**src/vlc_pkg.sv**
```systemverilog
// Shared widths, codes and types for the vector length clamp.
package vlc_pkg;

   localparam int DATA_W  = 32;
   localparam int WIDE_W  = 2 * DATA_W;
   localparam int CSR_IDX_W = 2;

   localparam logic [CSR_IDX_W-1:0] CSR_MIN_LENGTH = CSR_IDX_W'(0);
   localparam logic [CSR_IDX_W-1:0] CSR_MAX_LENGTH = CSR_IDX_W'(1);

   typedef enum logic [1:0] {
      KIND_NONE = 2'd0,
      KIND_MIN  = 2'd1,
      KIND_MAX  = 2'd2
   } clamp_kind_type;

endpackage

```
**src/vlc_sqrt.sv**
```systemverilog
// Pipelined truncating square root, one root bit per stage.
module vlc_sqrt #(
   parameter int PW = 1
) (
   input  logic                          clock,
   input  logic                          reset,
   input  logic                          en,
   input  logic                          in_valid,
   input  logic [vlc_pkg::WIDE_W-1:0]    in_rad,
   input  logic [PW-1:0]                 in_pay,
   output logic                          out_valid,
   output logic [vlc_pkg::DATA_W-1:0]    out_root,
   output logic [PW-1:0]                 out_pay
);
   import vlc_pkg::*;

   localparam int STEPS = DATA_W;
   localparam int REM_W = DATA_W + 3;

   for (genvar k = 0; k < STEPS; k++) begin : g_step
      logic              vld_ff;
      logic [WIDE_W-1:0] rad_ff;
      logic [REM_W-1:0]  rem_ff;
      logic [DATA_W-1:0] root_ff;
      logic [PW-1:0]     pay_ff;
      logic              src_vld;
      logic [WIDE_W-1:0] src_rad;
      logic [REM_W-1:0]  src_rem;
      logic [DATA_W-1:0] src_root;
      logic [PW-1:0]     src_pay;
      logic [REM_W-1:0]  rem_sh, trial;
      logic              ge;

      // The first stage starts from the radicand with a clear remainder.
      if (k == 0) begin : g_src
         assign src_vld  = in_valid;
         assign src_rad  = in_rad;
         assign src_rem  = '0;
         assign src_root = '0;
         assign src_pay  = in_pay;
      end else begin : g_src
         assign src_vld  = g_step[k-1].vld_ff;
         assign src_rad  = g_step[k-1].rad_ff;
         assign src_rem  = g_step[k-1].rem_ff;
         assign src_root = g_step[k-1].root_ff;
         assign src_pay  = g_step[k-1].pay_ff;
      end

      always_comb begin
         rem_sh = {src_rem[REM_W-3:0], src_rad[WIDE_W-1 -: 2]};
         trial  = {1'b0, src_root, 2'b01};
         ge     = rem_sh >= trial;
      end
      always_ff @(posedge clock) begin
         if (reset) begin
            vld_ff <= 1'b0;
         end else if (en) begin
            vld_ff <= src_vld;
         end
         if (en) begin
            rad_ff  <= src_rad << 2;
            rem_ff  <= ge ? (rem_sh - trial) : rem_sh;
            root_ff <= {src_root[DATA_W-2:0], ge};
            pay_ff  <= src_pay;
         end
      end
   end

   assign out_valid = g_step[STEPS-1].vld_ff;
   assign out_root  = g_step[STEPS-1].root_ff;
   assign out_pay   = g_step[STEPS-1].pay_ff;

endmodule

```
**config.mk**
```make
export PLATFORM = sky130hd
export DESIGN_NAME = vlc_sqrt
export DESIGN_NICKNAME = d
export VERILOG_FILES = /design/src/vlc_pkg.sv /design/src/vlc_sqrt.sv
export SDC_FILE = /design/constraint.sdc
export NUM_CORES = 2
export LEC_CHECK = 0
export ABC_AREA = 0
export BUFFER_PORTS_ARGS = -buffer_cell sky130_fd_sc_hd__buf_2
export CAP_MARGIN = 10
export CORE_MARGIN = 4
export CORE_UTILIZATION = 54
export CTS_CLUSTER_DIAMETER = 120
export DETAILED_ROUTE_END_ITERATION = 8
export PLACE_DENSITY_LB_ADDON = 0.15
export SETUP_SLACK_MARGIN = 0.5
export SLEW_MARGIN = 10
export SYNTH_ARGS = -nofsm -noshare
export SYNTH_HDL_FRONTEND = slang
export SYNTH_SLANG_ARGS = --single-unit
```
**constraint.sdc**
```tcl
create_clock -name clock -period 10.1 [get_ports clock]
set_clock_uncertainty 0.2 [all_clocks]
set_input_delay 0.505 -clock clock [delete_from_list [all_inputs] [get_ports clock]]
set_output_delay 0.505 -clock clock [all_outputs]
set_load 0.05 [all_outputs]
```
Yosys cells after proc, flatten, opt, wreduce, memory -nomap -nowiden
Cells that the tools add are included.
- bits in registers: 2577
- bits of input ports: 69
- output and inout bits: 34
- word-level logic and storage cells: 253
- add/subtract/negate cells: 31
- $lt $le $gt $ge: 32
- multiplexer cells: 31
- operators by type and width (operator ; count):
    2-to-1 mux 33 bit ; 30
    greater-or-equal comparator 35 x 10 -> 1 bit ; 1
    greater-or-equal comparator 35 x 11 -> 1 bit ; 1
    greater-or-equal comparator 35 x 12 -> 1 bit ; 1
    greater-or-equal comparator 35 x 13 -> 1 bit ; 1
    greater-or-equal comparator 35 x 14 -> 1 bit ; 1
    greater-or-equal comparator 35 x 15 -> 1 bit ; 1
    greater-or-equal comparator 35 x 16 -> 1 bit ; 1
    greater-or-equal comparator 35 x 17 -> 1 bit ; 1
    greater-or-equal comparator 35 x 18 -> 1 bit ; 1
    greater-or-equal comparator 35 x 19 -> 1 bit ; 1
    greater-or-equal comparator 35 x 20 -> 1 bit ; 1
    greater-or-equal comparator 35 x 21 -> 1 bit ; 1
    greater-or-equal comparator 35 x 22 -> 1 bit ; 1
    greater-or-equal comparator 35 x 23 -> 1 bit ; 1
    greater-or-equal comparator 35 x 24 -> 1 bit ; 1
    greater-or-equal comparator 35 x 25 -> 1 bit ; 1
    greater-or-equal comparator 35 x 26 -> 1 bit ; 1
    greater-or-equal comparator 35 x 27 -> 1 bit ; 1
    greater-or-equal comparator 35 x 28 -> 1 bit ; 1
    greater-or-equal comparator 35 x 29 -> 1 bit ; 1
    greater-or-equal comparator 35 x 3 -> 1 bit ; 1
    greater-or-equal comparator 35 x 30 -> 1 bit ; 1
    greater-or-equal comparator 35 x 31 -> 1 bit ; 1
    other kinds (41) ; 41

Depth between registers and ports, before layout
- depth in word-level cells: 2
- depth in mapped cells: 16
- depth with buffers taken out: 13

Least setup slack after synthesis
OpenSTA, ideal clock, no wires.
- path kind: reg-to-reg
- start point: register g_step[5].rem_ff[8]
- end point: register g_step[6].rem_ff[31] (data pin)
- library setup time: 0.271 ns
- data arrival time: 3.402 ns
- data required time: 9.629 ns
- setup slack: 6.227 ns
- cell stages (with the launch flop): 12
- buffers on the path: 1
- clock period less this slack: 3.873 ns
- path through: edfxtp_1 or4_4 or4_4 or4b_4 or4_4 or3_4 clkinv_1 or3_1 buf_2 nor3_1 nor4bb_1 xor2_1
- word-level cells in the longest chain between the ends: 2
- elaborated cells between the ends (all ways): 3
- those cells by class: 1 x add/sub; 1 x order compare; 1 x mux
- ends and longest elaborated chain (item ; line ; text):
    start: declaration ; vlc_sqrt.sv:23 ; logic [REM_W-1:0] rem_ff;
    start signal: assignment ; vlc_sqrt.sv:62 ; rem_ff <= ge ? (rem_sh - trial) : rem_sh;
    subtractor 33 x 8 -> 33 bit or greater-or-equal comparator 35 x 8 -> 1 bit (tied branches) ; vlc_sqrt.sv:62, vlc_sqrt.sv:52 ;
    2-to-1 mux 33 bit (*) ; vlc_sqrt.sv:62 ;
    end signal: assignment ; vlc_sqrt.sv:62 ;
    end: declaration ; vlc_sqrt.sv:23 ;
Every way passes the cells marked *; elsewhere a longest branch is shown, timed or not.
A chain may end at the register's enable or synchronous reset.

Worst setup path after layout
- start point: register g_step[28].rem_ff[2]
- end point: register g_step[29].rem_ff[9] (data pin)
- word-level cells in the longest chain between the ends: 2
- elaborated cells between the ends (all ways): 3
- those cells by class: 1 x add/sub; 1 x order compare; 1 x mux
- ends and longest elaborated chain (item ; line):
    start: declaration ; vlc_sqrt.sv:23
    start signal: assignment ; vlc_sqrt.sv:62
    subtractor 33 x 31 -> 33 bit or greater-or-equal comparator 35 x 31 -> 1 bit (tied branches) ; vlc_sqrt.sv:62, vlc_sqrt.sv:52
    2-to-1 mux 33 bit (*) ; vlc_sqrt.sv:62
    end signal: assignment ; vlc_sqrt.sv:62
    end: declaration ; vlc_sqrt.sv:23
Marked as above.

==> results.py <==
metrics = {
    "yosys": {
        "synth_edf_count": 2527,
        "synth-seq-cells": 2559,
        "synth_top_family_by_area": "simple AND/OR/NAND/NOR gates",
        "async_flop_share_pct": 0,
        "synth_cell_type_count": 90,
        "synthMuxAreaShare_pct": 1.31,
        "synth_xor_area_share_pct": 6.00,
        "synth-simple-area-share_pct": 9.71,
        "synth_area_per_cell_um2": 13.0,
        "syn_nets": 9673,
        "ys_warn_count": 0,
        "synth_compound_area_share_pct": 9.11,
        "ys_seq_area_share_pct": 65.0,
        "ys.flop_type": "edfxtp_1",
        "synthesis.area_um2": 118000,
        "synthCells": 9043,
        "synth_fa_ha_area_share_pct": 5.96,
    },
    "setup_path": {
        "crit_fanout": 61,
        "required_ns": 10.54,
        "reg2reg_to": "g_step[29].rem_ff[9]",
        "worstSetupEndpoint": "g_step[29].rem_ff[9]",
        "startpoint": "g_step[28].rem_ff[2]",
        "worstSetupEndpointType": "flop",
        "rrSetupSlack_ns": 5.53,
        "rr_startpoint": "g_step[28].rem_ff[2]",
        "critPathLaunchType": "flop",
        "r2r_cells": 10,
        "cp_data_arrival_time_ns": 5.01,
        "crit_type": "reg2reg",
    },
    "cts": {
        "cts_tree": "done",
        "clkTransAtPathRegs_ns": 0.06,
        "post_cts_resized": 0,
        "clockBufferDepth": 4,
        "cts_setup_buffers": 0,
        "cts_root_buffer": "clkbuf_16",
        "h-tree-depth": 5,
        "holdBufCountCts": 70,
        "cts_buffers": 290,
        "clock_sinks": 2559,
        "worstSkewPairLatency_ns": 0.92,
    },
    "detailed_routing": {
        "drt_first_pass_iters": 7,
        "drt_iter0_markers": 5010,
        "drt-total-wl_mm": 237,
        "via_count": 69532,
        "final_antenna_net_count": 0,
        "post_drt_wl_per_cell_um": 19.0,
        "drc": 0,
        "post_drt_via_cell_ratio": 5.60,
    },
    "grt": {
        "antenna_found_initial": 2,
        "grt_max_degree": 185,
        "overflow": 0,
        "grt_usage_pct": 20.8,
        "grt_pass1_vias": 67855,
        "grt_pass1_wl_mm": 372,
    },
    "floorplanning": {
        "start_util_pct": 54.3,
        "dieArea_um2": 226000,
        "die-height_um": 475,
        "core_area_um2": 217000,
        "ios": 103,
        "row_count": 171,
        "die_w_um": 475,
    },
    "pwr": {
        "p_leak_nw": 50.7,
        "cellPowerDensity_nw_per_um2": 232,
        "ir_worst_vdd_uv": 151,
    },
    "min_path": {
        "min_path_type": "in2reg",
    },
    "placed_design": {
        "hpwlAfterDp_mm": 167,
        "place_congestion": 0.884,
        "port_buffers": 102,
        "dp_slack_ns": 5.60,
    },
    "final_layout": {
        "nets": 10007,
        "syn_to_final_growth_pct": 11.7,
        "drive_gt1_share_pct": 7.47,
        "final.fill_count": 16867,
        "layout.area.seq_um2": 76500,
        "multi_input_area_um2": 37900,
    },
    "run_status": {
        "outcome": "complete, no violations",
    },
    "sta": {
        "max_slew_margin_pct": 19.7,
        "setup_viol": 0,
        "rsz0062_at_grt": "false",
        "report.final.slew_viol_count": 0,
        "worst_pin_slew_ns": 1.20,
        "fin_crit_ns": 4.57,
        "final.setup.tns_ns": 0,
        "setup_ws_ns": 5.53,
        "post-route-period-util_pct": 45.3,
        "max_freq_mhz": 219,
        "finalHoldViolCount": 0,
    },
    "run": {
        "cap_violations": 0,
    },
}
[synth_stat cells (82+ instances only)]
master,n,area share (%)
a21o_1,229,1.5
a21oi_1,596,2.5
clkbuf_1,148,0.47
edfxtp_1,2527,64
ha_1,561,6.0
inv_1,731,2.3
mux2_2,91,0.87
nand2_1,545,1.7
nand2b_1,114,0.61
nand3_1,161,0.68
nand4_1,82,0.44
nor2_1,615,2.0
nor2b_1,82,0.44
nor3_1,219,0.93
nor4_1,105,0.56
o21a_1,88,0.56
o21ai_0,446,1.9
or3_1,95,0.50
xnor2_1,427,3.2
xor2_1,379,2.8
[per-stage QoR]
step	utilization (%)	cells	cell area, µm²	power [mW]	hold slack [ns]
after floorplan	-	9043	118000	18.6	0.200
after detailed placement	56.1	11869	122000	20.6	0.205
after global placement	56.1	11869	122000	20.4	0.200
after CTS	60.6	12426	132000	30.9	0.00911
after global routing	60.6	12427	132000	32.2	0.0459
final	60.6	12427	132000	30.6	0.111
[cell families after synthesis]
group | Yosys count
AO/OA/AOI/OAI | 1751
other | 1
XOR/XNOR | 806
flip-flops | 2559
AND/OR/NAND/NOR | 2318
adder cells (fa/ha/maj) | 561
buffers and inverters | 904
multiplexers | 143
[state kept, by name (all words and copies together), names as in the netlist]
name / count
g_step.rad_ff: 948
g_step.rem_ff: 942
g_step.root_ff: 486
g_step.src_rad: 44
g_step.src_rem: 33
out_root: 32
g_step.pay_ff: 30
g_step.vld_ff: 30
g_step.src_root: 10
g_step.src_pay: 1
g_step.src_vld: 1
out_pay: 1
out_valid: 1
[worst max-delay path: stages (launching register included)]
cell      delay [ns]
edfxtp_1        0.38
ha_1            0.25
or3_1           0.38
o22ai_1         0.22
o21ai_0         0.31
a311oi_1        0.59
o31a_1          0.28
o31a_1          0.20
o21a_1          0.16
and3_2          0.88
mux2_2          0.42
[worst min-delay path by stage]
stage / startpoint / slack (ns) / cells after the start / end
final: in_rad[2] / 0.11 / 2 / g_step[0].rad_ff[4]
after global placement: g_step[5].rad_ff[32] / 0.20 / 0 / g_step[6].rad_ff[34]
after floorplan: g_step[10].src_pay / 0.20 / 0 / g_step[10].pay_ff
after CTS: in_rad[19] / 0.009 / 2 / g_step[0].rad_ff[21]
after detailed placement: g_step[10].src_rad[25] / 0.20 / 0 / g_step[10].rad_ff[27]
after global routing: in_rad[2] / 0.05 / 2 / g_step[0].rad_ff[4]
[where the power goes]
part | internal (mW) | switching [mW] | total, mW | leakage (nW)
combinational | 2.55 | 3.51 | 6.06 | 21.6
clock | 6.17 | 4.01 | 10.2 | 4.46
sequential | 13.4 | 0.926 | 14.3 | 24.6
[placed cells by master (no fill, tap or decap), drive strengths merged, types with 18 or more instances in the layout]
cell,instances
edfxtp,2527
inv,739
nor2,615
a21oi,596
ha,561
nand2,545
o21ai,449
xnor2,427
xor2,379
clkbuf,357
a21o,229
nor3,222
nand3,162
buf,143
nand2b,114
nor4,107
or3,96
mux2,91
o21a,88
clkinv,86
nand4,82
nor2b,82
dlygate4sd3,70
and3,59
or4,58
or2,55
mux2i,52
a31oi,45
o21bai,43
o31ai,40
a211oi,37
a21boi,32
dfxtp,32
and2,32
bufinv,29
nand3b,22
nor3b,22
o211ai,19
o31a,18
[layout make-up]
class,instances,share of cell area (%)
sequential,2559,58.2
tap,2854,2.72
clock inverter,130,1.06
inverter,733,2.09
multi-input combinational,5580,28.8
antenna,1,0.00190
clock buffer,357,5.90
timing repair buffer,213,1.26
[per-layer routing]
layer  vias up  wire length [µm]  global-route usage [%]
met5         -                 0                       0
met3       475              9130                    2.72
met1     33517            101000                    26.9
met2      1532            118000                    36.1
met4         0              8150                    7.23
li1      34008                 -                       -
Note: power is estimated with default switching activity, not from simulation.
